--- config.mk ---
export PLATFORM = sky130hd
export DESIGN_NAME = binary_grid_neighbor_smoothing
export DESIGN_NICKNAME = d
export VERILOG_FILES = /design/src/design/bgns_pkg.sv /design/src/design/bgns_lane.sv /design/src/design/bgns_merge.sv /design/src/design/bgns_out_queue.sv /design/src/design/binary_grid_neighbor_smoothing.sv
export SDC_FILE = /design/constraint.sdc
export NUM_CORES = 2
export LEC_CHECK = 0
export ABC_CLOCK_PERIOD_IN_PS = 12050
export BUFFER_PORTS_ARGS = -buffer_cell sky130_fd_sc_hd__buf_2
export CORE_ASPECT_RATIO = 1.5
export CORE_MARGIN = 10
export CORE_UTILIZATION = 35
export DETAILED_ROUTE_END_ITERATION = 8
export PLACE_DENSITY_LB_ADDON = 0.15
export SKIP_LAST_GASP = 1
export SYNTH_ARGS = -nofsm -noshare
export SYNTH_HDL_FRONTEND = slang
export SYNTH_SLANG_ARGS = --single-unit
--- constraint.sdc ---
create_clock -name clock -period 12.05 [get_ports clock]
set_clock_uncertainty 0.1 [all_clocks]
set_input_delay 2.41 -clock clock [delete_from_list [all_inputs] [get_ports clock]]
set_output_delay 2.41 -clock clock [all_outputs]
set_load 0.05 [all_outputs]
--- src/design/bgns_pkg.sv ---
// Shared types and constants for the binary grid neighbor smoothing block.
`default_nettype none
package bgns_pkg;

   localparam int ROW_WIDTH   = 64;
   localparam int CFG_WIDTH   = 7;
   localparam int COUNT_WIDTH = 4;
   localparam int QUEUE_DEPTH = 4;
   localparam int QUEUE_PTR_W = 2;
   localparam int QUEUE_CNT_W = 3;

   // Window count thresholds and the border kept out of smoothing.
   localparam logic [COUNT_WIDTH-1:0] SET_ABOVE   = 4'd7;
   localparam logic [COUNT_WIDTH-1:0] CLEAR_BELOW = 4'd4;
   localparam int                     EDGE_MARGIN = 2;

   localparam logic [CFG_WIDTH-1:0] GRID_WIDTH_RESET = 7'd64;

   typedef struct packed {
      logic [ROW_WIDTH-1:0] row_cells;
      logic                 last_row;
   } req_payload_type;

   typedef struct packed {
      logic [ROW_WIDTH-1:0] out_cells;
      logic                 out_last;
   } rsp_payload_type;

   // New cell value as a function of the updated left neighbor.
   typedef struct packed {
      logic f0;
      logic f1;
   } lane_fn_type;

endpackage
`default_nettype wire

--- src/design/bgns_lane.sv ---
// One column lane: counts the window and gives the cell's rule against its left neighbor.
`default_nettype none
module bgns_lane (
   input  wire logic [2:0]           win_above,
   input  wire logic [1:0]           win_cur,
   input  wire logic [2:0]           win_below,
   input  wire logic                 active,
   output bgns_pkg::lane_fn_type     fn
);

   logic [bgns_pkg::COUNT_WIDTH-1:0] base;
   logic [bgns_pkg::COUNT_WIDTH-1:0] base_plus;

   function automatic logic decide(input logic [bgns_pkg::COUNT_WIDTH-1:0] cnt,
                                   input logic keep);
      logic res;
      if (cnt > bgns_pkg::SET_ABOVE) begin
         res = 1'b1;
      end else if (cnt < bgns_pkg::CLEAR_BELOW) begin
         res = 1'b0;
      end else begin
         res = keep;
      end
      return res;
   endfunction

   always_comb begin
      base = 4'(win_above[0]) + 4'(win_above[1]) + 4'(win_above[2])
           + 4'(win_cur[0])   + 4'(win_cur[1])
           + 4'(win_below[0]) + 4'(win_below[1]) + 4'(win_below[2]);
      base_plus = base + 4'd1;
      if (active) begin
         fn.f0 = decide(base, win_cur[0]);
         fn.f1 = decide(base_plus, win_cur[0]);
      end else begin
         fn.f0 = win_cur[0];
         fn.f1 = win_cur[0];
      end
   end

endmodule
`default_nettype wire

--- src/design/bgns_merge.sv ---
// Prefix composition of the lane rules into the finished left-to-right row.
`default_nettype none
module bgns_merge #(
   parameter int LANES = 64
) (
   input  wire bgns_pkg::lane_fn_type fn [LANES],
   output logic [LANES-1:0]           smoothed_row
);

   localparam int LEVELS = $clog2(LANES);

   logic [LANES-1:0] g0 [0:LEVELS];
   logic [LANES-1:0] g1 [0:LEVELS];

   genvar lv, j;
   generate
      for (j = 0; j < LANES; j++) begin : g_init
         assign g0[0][j] = fn[j].f0;
         assign g1[0][j] = fn[j].f1;
      end
      for (lv = 0; lv < LEVELS; lv++) begin : g_level
         localparam int DIST = 1 << lv;
         for (j = 0; j < LANES; j++) begin : g_col
            if (j >= DIST) begin : g_comb
               // Apply the earlier span first, then this one.
               assign g0[lv+1][j] = g0[lv][j-DIST] ? g1[lv][j] : g0[lv][j];
               assign g1[lv+1][j] = g1[lv][j-DIST] ? g1[lv][j] : g0[lv][j];
            end else begin : g_pass
               assign g0[lv+1][j] = g0[lv][j];
               assign g1[lv+1][j] = g1[lv][j];
            end
         end
      end
   endgenerate

   // The leftmost cell is never smoothed, so the chain input is irrelevant.
   assign smoothed_row = g0[LEVELS];

endmodule
`default_nettype wire

--- src/design/bgns_out_queue.sv ---
// Result queue: takes up to two rows per transaction, hands out one per cycle unless stalled.
`default_nettype none
module bgns_out_queue (
   input  wire logic                      clock,
   input  wire logic                      reset,
   input  wire logic [1:0]                push_count,
   input  wire bgns_pkg::rsp_payload_type push_first,
   input  wire bgns_pkg::rsp_payload_type push_second,
   output logic                           room_ok,
   output logic                           rsp_valid,
   input  wire logic                      rsp_stall,
   output bgns_pkg::rsp_payload_type      rsp_payload
);

   bgns_pkg::rsp_payload_type              entry_ff [bgns_pkg::QUEUE_DEPTH];
   logic [bgns_pkg::QUEUE_PTR_W-1:0]       wr_ptr_ff, wr_ptr_in;
   logic [bgns_pkg::QUEUE_PTR_W-1:0]       rd_ptr_ff, rd_ptr_in;
   logic [bgns_pkg::QUEUE_CNT_W-1:0]       count_ff, count_in;
   logic [bgns_pkg::QUEUE_PTR_W-1:0]       wr_next;
   logic                                   pop;

   always_comb begin
      pop       = rsp_valid && !rsp_stall;
      wr_next   = wr_ptr_ff + 2'd1;
      wr_ptr_in = wr_ptr_ff + push_count;
      rd_ptr_in = rd_ptr_ff + 2'(pop);
      count_in  = count_ff + 3'(push_count) - 3'(pop);
   end

   assign rsp_valid   = (count_ff != '0);
   assign rsp_payload = entry_ff[rd_ptr_ff];
   assign room_ok     = (count_ff <= 3'(bgns_pkg::QUEUE_DEPTH - 2));

   always_ff @(posedge clock) begin
      if (reset) begin
         wr_ptr_ff <= '0;
         rd_ptr_ff <= '0;
         count_ff  <= '0;
      end else begin
         wr_ptr_ff <= wr_ptr_in;
         rd_ptr_ff <= rd_ptr_in;
         count_ff  <= count_in;
      end
   end

   always_ff @(posedge clock) begin
      if (push_count != 2'd0) begin
         entry_ff[wr_ptr_ff] <= push_first;
      end
      if (push_count == 2'd2) begin
         entry_ff[wr_next] <= push_second;
      end
   end

endmodule
`default_nettype wire

--- src/design/binary_grid_neighbor_smoothing.sv ---
// Top level: one in-place smoothing pass over a binary grid, one row per transaction.
// Results enter a four-entry queue when their causing transaction is accepted; req_stall
//   rises while fewer than two entries are free. Throughput: one row per cycle if unstalled;
//   the whole row is smoothed combinationally by a lane per column and a prefix merge.
//   A final row with a held row yields two results, drained one per cycle if unstalled.
// Reset: synchronous; clears the grid progress and the queue, and sets grid_width to 64.
`default_nettype none
module binary_grid_neighbor_smoothing #(
   parameter int MAX_WIDTH = 64
) (
   input  wire logic                               clock,
   input  wire logic                               reset,
   input  wire logic                               req_valid,
   output logic                                    req_stall,
   input  wire bgns_pkg::req_payload_type          req_payload,
   output logic                                    rsp_valid,
   input  wire logic                               rsp_stall,
   output bgns_pkg::rsp_payload_type               rsp_payload,
   input  wire logic                               csr_valid,
   output logic                                    csr_ready,
   input  wire logic [bgns_pkg::CFG_WIDTH-1:0]     csr_data
);

   localparam int LANES = MAX_WIDTH;
   localparam logic [bgns_pkg::CFG_WIDTH-1:0] MaxW = bgns_pkg::CFG_WIDTH'(MAX_WIDTH);

   logic [bgns_pkg::CFG_WIDTH-1:0] grid_width_ff;
   logic [LANES-1:0]               finished_above_ff, finished_above_in;
   logic [LANES-1:0]               pending_row_ff, pending_row_in;
   logic                           pending_valid_ff, pending_valid_in;
   logic [1:0]                     rows_emitted_ff, rows_emitted_in;

   logic [bgns_pkg::CFG_WIDTH-1:0] w_eff;
   logic [LANES-1:0]               mask;
   logic [LANES-1:0]               active;
   logic [LANES-1:0]               row_in;
   logic [LANES-1:0]               pend_m;
   logic [LANES-1:0]               above_m;
   logic [LANES+1:0]               above_ext, cur_ext, below_ext;
   logic [LANES-1:0]               smoothed_row;
   logic [LANES-1:0]               done_row;
   logic                           accept;
   logic                           last;
   logic                           smooth_go;
   logic                           room_ok;
   logic [1:0]                     push_count;
   bgns_pkg::rsp_payload_type      push_first, push_second, held_out, last_out;
   bgns_pkg::lane_fn_type          fn [LANES];

   assign csr_ready = 1'b1;
   assign req_stall = !room_ok;
   assign accept    = req_valid && !req_stall;
   assign last      = req_payload.last_row;

   assign w_eff     = (grid_width_ff > MaxW) ? MaxW : grid_width_ff;

   genvar j;
   generate
      for (j = 0; j < LANES; j++) begin : g_col
         assign mask[j]   = (8'(j) < {1'b0, w_eff});
         assign active[j] = (j >= bgns_pkg::EDGE_MARGIN)
                         && (8'(j) + 8'(bgns_pkg::EDGE_MARGIN) < {1'b0, w_eff});
         bgns_lane u_lane (
            .win_above (above_ext[j+2:j]),
            .win_cur   (cur_ext[j+2:j+1]),
            .win_below (below_ext[j+2:j]),
            .active    (active[j]),
            .fn        (fn[j])
         );
      end
   endgenerate

   bgns_merge #(
      .LANES (LANES)
   ) u_merge (
      .fn           (fn),
      .smoothed_row (smoothed_row)
   );

   always_comb begin
      row_in    = req_payload.row_cells[LANES-1:0] & mask;
      pend_m    = pending_row_ff & mask;
      above_m   = finished_above_ff & mask;
      above_ext = {1'b0, above_m, 1'b0};
      cur_ext   = {1'b0, pend_m, 1'b0};
      below_ext = {1'b0, row_in, 1'b0};

      smooth_go = pending_valid_ff && !last && rows_emitted_ff[1];
      done_row  = (smooth_go ? smoothed_row : pend_m) & mask;

      held_out.out_cells = bgns_pkg::ROW_WIDTH'(done_row);
      held_out.out_last  = 1'b0;
      last_out.out_cells = bgns_pkg::ROW_WIDTH'(row_in);
      last_out.out_last  = 1'b1;

      push_first  = pending_valid_ff ? held_out : last_out;
      push_second = last_out;
      push_count  = accept ? (2'(pending_valid_ff) + 2'(last)) : 2'd0;

      finished_above_in = finished_above_ff;
      pending_row_in    = pending_row_ff;
      pending_valid_in  = pending_valid_ff;
      rows_emitted_in   = rows_emitted_ff;
      if (accept) begin
         if (last) begin
            // End of grid: start over with the next row.
            pending_valid_in = 1'b0;
            rows_emitted_in  = 2'd0;
         end else begin
            pending_row_in   = row_in;
            pending_valid_in = 1'b1;
            if (pending_valid_ff) begin
               finished_above_in = done_row;
               if (rows_emitted_ff != 2'd3) begin
                  rows_emitted_in = rows_emitted_ff + 2'd1;
               end
            end
         end
      end
   end

   always_ff @(posedge clock) begin
      if (reset) begin
         grid_width_ff    <= bgns_pkg::GRID_WIDTH_RESET;
         pending_valid_ff <= 1'b0;
         rows_emitted_ff  <= 2'd0;
      end else begin
         if (csr_valid && csr_ready) begin
            grid_width_ff <= csr_data;
         end
         pending_valid_ff <= pending_valid_in;
         rows_emitted_ff  <= rows_emitted_in;
      end
   end

   always_ff @(posedge clock) begin
      finished_above_ff <= finished_above_in;
      pending_row_ff    <= pending_row_in;
   end

   bgns_out_queue u_queue (
      .clock       (clock),
      .reset       (reset),
      .push_count  (push_count),
      .push_first  (push_first),
      .push_second (push_second),
      .room_ok     (room_ok),
      .rsp_valid   (rsp_valid),
      .rsp_stall   (rsp_stall),
      .rsp_payload (rsp_payload)
   );

endmodule
`default_nettype wire

==> flow_summary_export.csv <==
group,metric,value,unit
run_status,status,"complete, no violations",
grt,grt-ovfl-total,0,
clocking,cts_hold_buffers,0,
die,rows,147,
sta,finalSetupTns,0,ns
die,initial_utilization,0.352,
setup_path,r2r-start,"grid_width_ff[1]",
place,dp_hpwl,106,mm
die,coreArea,0.107,mm^2
detailed_routing,drtAntennaViolNets,0,
cells_and_area,nNetsFinal,4627,
grt,antenna_found_initial,4,
logic_synthesis,synthTopCellsByArea,"edfxtp_1 (30%), fa_1 (10%), ha_1 (5.9%)",
grt,grt_max_degree,50,
detailed_routing,num_vias,32299,
clocking,cts.root.buffer_cell,"clkbuf_16",
logic_synthesis,yosys.area.top_type,"edfxtp_1",
setup_path,critPathMaxFanout,6,
detailed_routing,wire_per_inst,25.3,um
clocking,clk_pin_slew,0.06,ns
detailed_routing,drt-total-wl,142,mm
clocking,cts_resized,0,
detailed_routing,drt_first_iter_violations,2371,
sta,setup_viol,0,
clocking,cts_sinks,403,
die,die_h,422,um
setup_path,reg2reg_depth,34,
logic_synthesis,synthFlopType,"edfxtp_1",
place,portBuffers,143,
logic_synthesis,synthesis.area,0.0377,mm^2
clocking,h-tree-depth,2,
cells_and_area,drive_above_1_share,0.119,
setup_path,crit_arrival,11.63,ns
logic_synthesis,yosys_warnings,0,
setup_path,critical_path.most_common_cell,"mux2i_1",
sta,rsz0062_at_grt,"false",
power_and_ir_drop,p_leak,17.6,nW
power_and_ir_drop,irDropWorstVdd,0.172,mV
power_and_ir_drop,powerDensity,177,mW/mm^2
logic_synthesis,synth_top_area_share,0.305,
setup_path,crit_slowest_cell,"fa_1",
sta,slew_viol_final,0,
clocking,cts_setup_buffers,0,
grt,grt_pass1_vias,32503,
place,placed_area,0.0404,mm^2
setup_path,required,12.27,ns
logic_synthesis,ys_types,97,
logic_synthesis,async_flop_share,0,
cells_and_area,utilization,0.392,
sta,period_share,0.947,
sta,maxSlewHeadroom,0.240,
cells_and_area,instances_no_fill,5629,
sta,fin_crit,11.41,ns
place,gp_congestion,0.880,
grt,grt_pass1_wl,209,mm
grt,grt_util_all_layers,0.228,
clocking,clockBufferDepth,3,
setup_path,setup.worst_path.class,"input pin to register",
worst_hold_path,min_to,"u_queue.entry_ff[0][0]",
logic_synthesis,syn-num-nets,4488,
logic_synthesis,syn_area_per_cell,9.33,um^2
place,place_inst,5544,
die,io_pins,145,
flow_run,cap_violations,0,
cells_and_area,area_growth,11.3,%
worst_hold_path,hold_start,"u_queue.entry_ff[0][0]",
cells_and_area,final_area,0.0419,mm^2
detailed_routing,post_drt_via_cell_ratio,5.74,
logic_synthesis,synth_most_common_cell,"nand2_1",
setup_path,critPathCaptureType,"register",
clocking,cts_tree,"done",
clocking,cts-buffers-inserted,47,
worst_hold_path,hold-path-cell-count,2,
logic_synthesis,syn_inst,4039,
sta,worst_pin_slew,1.13,ns
logic_synthesis,yosysSeqAreaShare,0.316,
power_and_ir_drop,power,7.42,mW
logic_synthesis,synth-edff-count,382,
logic_synthesis,ys_seq_elements,403,
setup_path,cpPeakStageDelay,0.52,ns
detailed_routing,drt_pre_antenna_iters,6,
worst_hold_path,hold_path.class,"register to register",
setup_path,reg2reg_setup_slack,0.72,ns
detailed_routing,drc_errors,0,
sta,final_hold_viol_count,0,
setup_path,rr_endpoint,"u_queue.entry_ff[2][57]",
die,die_area,0.121,mm^2
clocking,clk-insertion-delay-late,0.62,ns
die,die_x,288,um
logic_synthesis,netlist_top_cells_count,"nand2_1 (454), inv_1 (390), edfxtp_1 (382)",
setup_path,critPathLaunchType,"input pin",
sta,max_freq,87.7,MHz
layout by cell type, fill, tap and decap left out, types with 14 or more instances in the layout:
cell type,synthesis,routed
nand2_1,454,446
xor2_1,81,81
buf_2,2,143
o21bai_1,35,35
nand2b_1,53,52
nor3_1,51,50
o22ai_1,285,285
edfxtp_1,382,382
a21o_1,19,19
o32ai_1,16,16
o21a_1,29,29
nand3_1,58,58
mux2_2,55,55
ha_1,179,179
mux4_2,65,65
mux2i_1,220,220
nor2b_1,94,94
dfxtp_1,21,17
and2_1,34,33
clkbuf_16,0,47
xnor2_1,84,84
a211oi_1,17,17
o21ai_0,234,234
a21oi_1,237,237
and3_1,23,22
inv_1,390,390
or3_1,16,16
nor2_1,312,311
or2_2,27,27
o21ai_1,24,24
fa_1,193,193
o211ai_1,14,14
buf_4,6,96
where the power goes:
part	switching (mW)	internal [mW]	total (mW)
Clock	0.656	0.874	1.53
Combinational	2.62	1.53	4.15
Sequential	0.0753	1.66	1.73
flip-flops by register name (all words and copies together), names as in the netlist:
signal             count
u_queue.wr_ptr_ff      2
pending_row_ff        64
rows_emitted_ff        2
u_queue.entry_ff     260
pending_valid_ff       1
u_queue.rd_ptr_ff      2
u_queue.count_ff       3
grid_width_ff          7
finished_above_ff     62
cell families (layout without fill, tap and decap cells):
| kind of cell | count (synthesis) | after routing | share of synthesized area |
|---|---|---|---|
| compound gates | 1052 | 1052 | 0.172 |
| xor+xnor | 165 | 165 | 0.0384 |
| fa+ha+maj | 372 | 372 | 0.162 |
| buf+inv | 542 | 716 | 0.0560 |
| flops | 403 | 403 | 0.316 |
| mux | 343 | 343 | 0.115 |
| other cells | 1 | 2 | 0.0000996 |
| simple gates | 1161 | 1161 | 0.140 |
area by class of cell:
cell class	count	area [um^2]
repair buffers	239	1440
clock buffers	55	1220
multi-input cells	3094	23800
clock inverters	29	349
well taps	1415	1770
diodes	1	2.50
fillers	10864	65100
flip-flops and latches	403	11900
inverters	393	1480
how the worst max path moves through the flow:
stage	start	slack [ns]	cells after the start	to
floorplan	req_payload[4]	1.33	28	u_queue.entry_ff[0][59]
finish	req_payload[4]	0.64	31	u_queue.entry_ff[2][57]
global route	req_payload[4]	0.12	31	u_queue.entry_ff[0][57]
CTS	req_payload[4]	0.72	31	u_queue.entry_ff[2][57]
global placement	req_payload[4]	0.27	31	u_queue.entry_ff[2][57]
detailed placement	req_payload[4]	0.14	31	u_queue.entry_ff[2][57]
critical path: cells and delay by family:
family	cells	cell delay, ns
buf+inv	2	0.32
fa+ha+maj	4	1.82
simple gates	1	0.13
mux	15	4.78
xor+xnor	1	0.20
compound gates	8	1.93
per-layer routing:
| metal | GRT usage | vias to the layer above | routed length (um) |
|---|---|---|---|
| met5 | 0 | - | 13 |
| met4 | 0.0985 | 2 | 6620 |
| met3 | 0.0265 | 294 | 7090 |
| met2 | 0.421 | 1036 | 74200 |
| met1 | 0.259 | 16132 | 54300 |
| li1 | - | 14835 | - |
metrics by stage:
stage | setup slack, ns | hold slack [ns]
2_1_floorplan | 1.33 | 0.317
3_3_place_gp | 0.274 | 0.327
3_5_place_dp | 0.143 | 0.334
4_1_cts | 0.721 | 0.344
5_1_grt | 0.125 | 0.363
6_report | 0.643 | 0.346
Note: power is estimated with default switching activity, not from simulation.
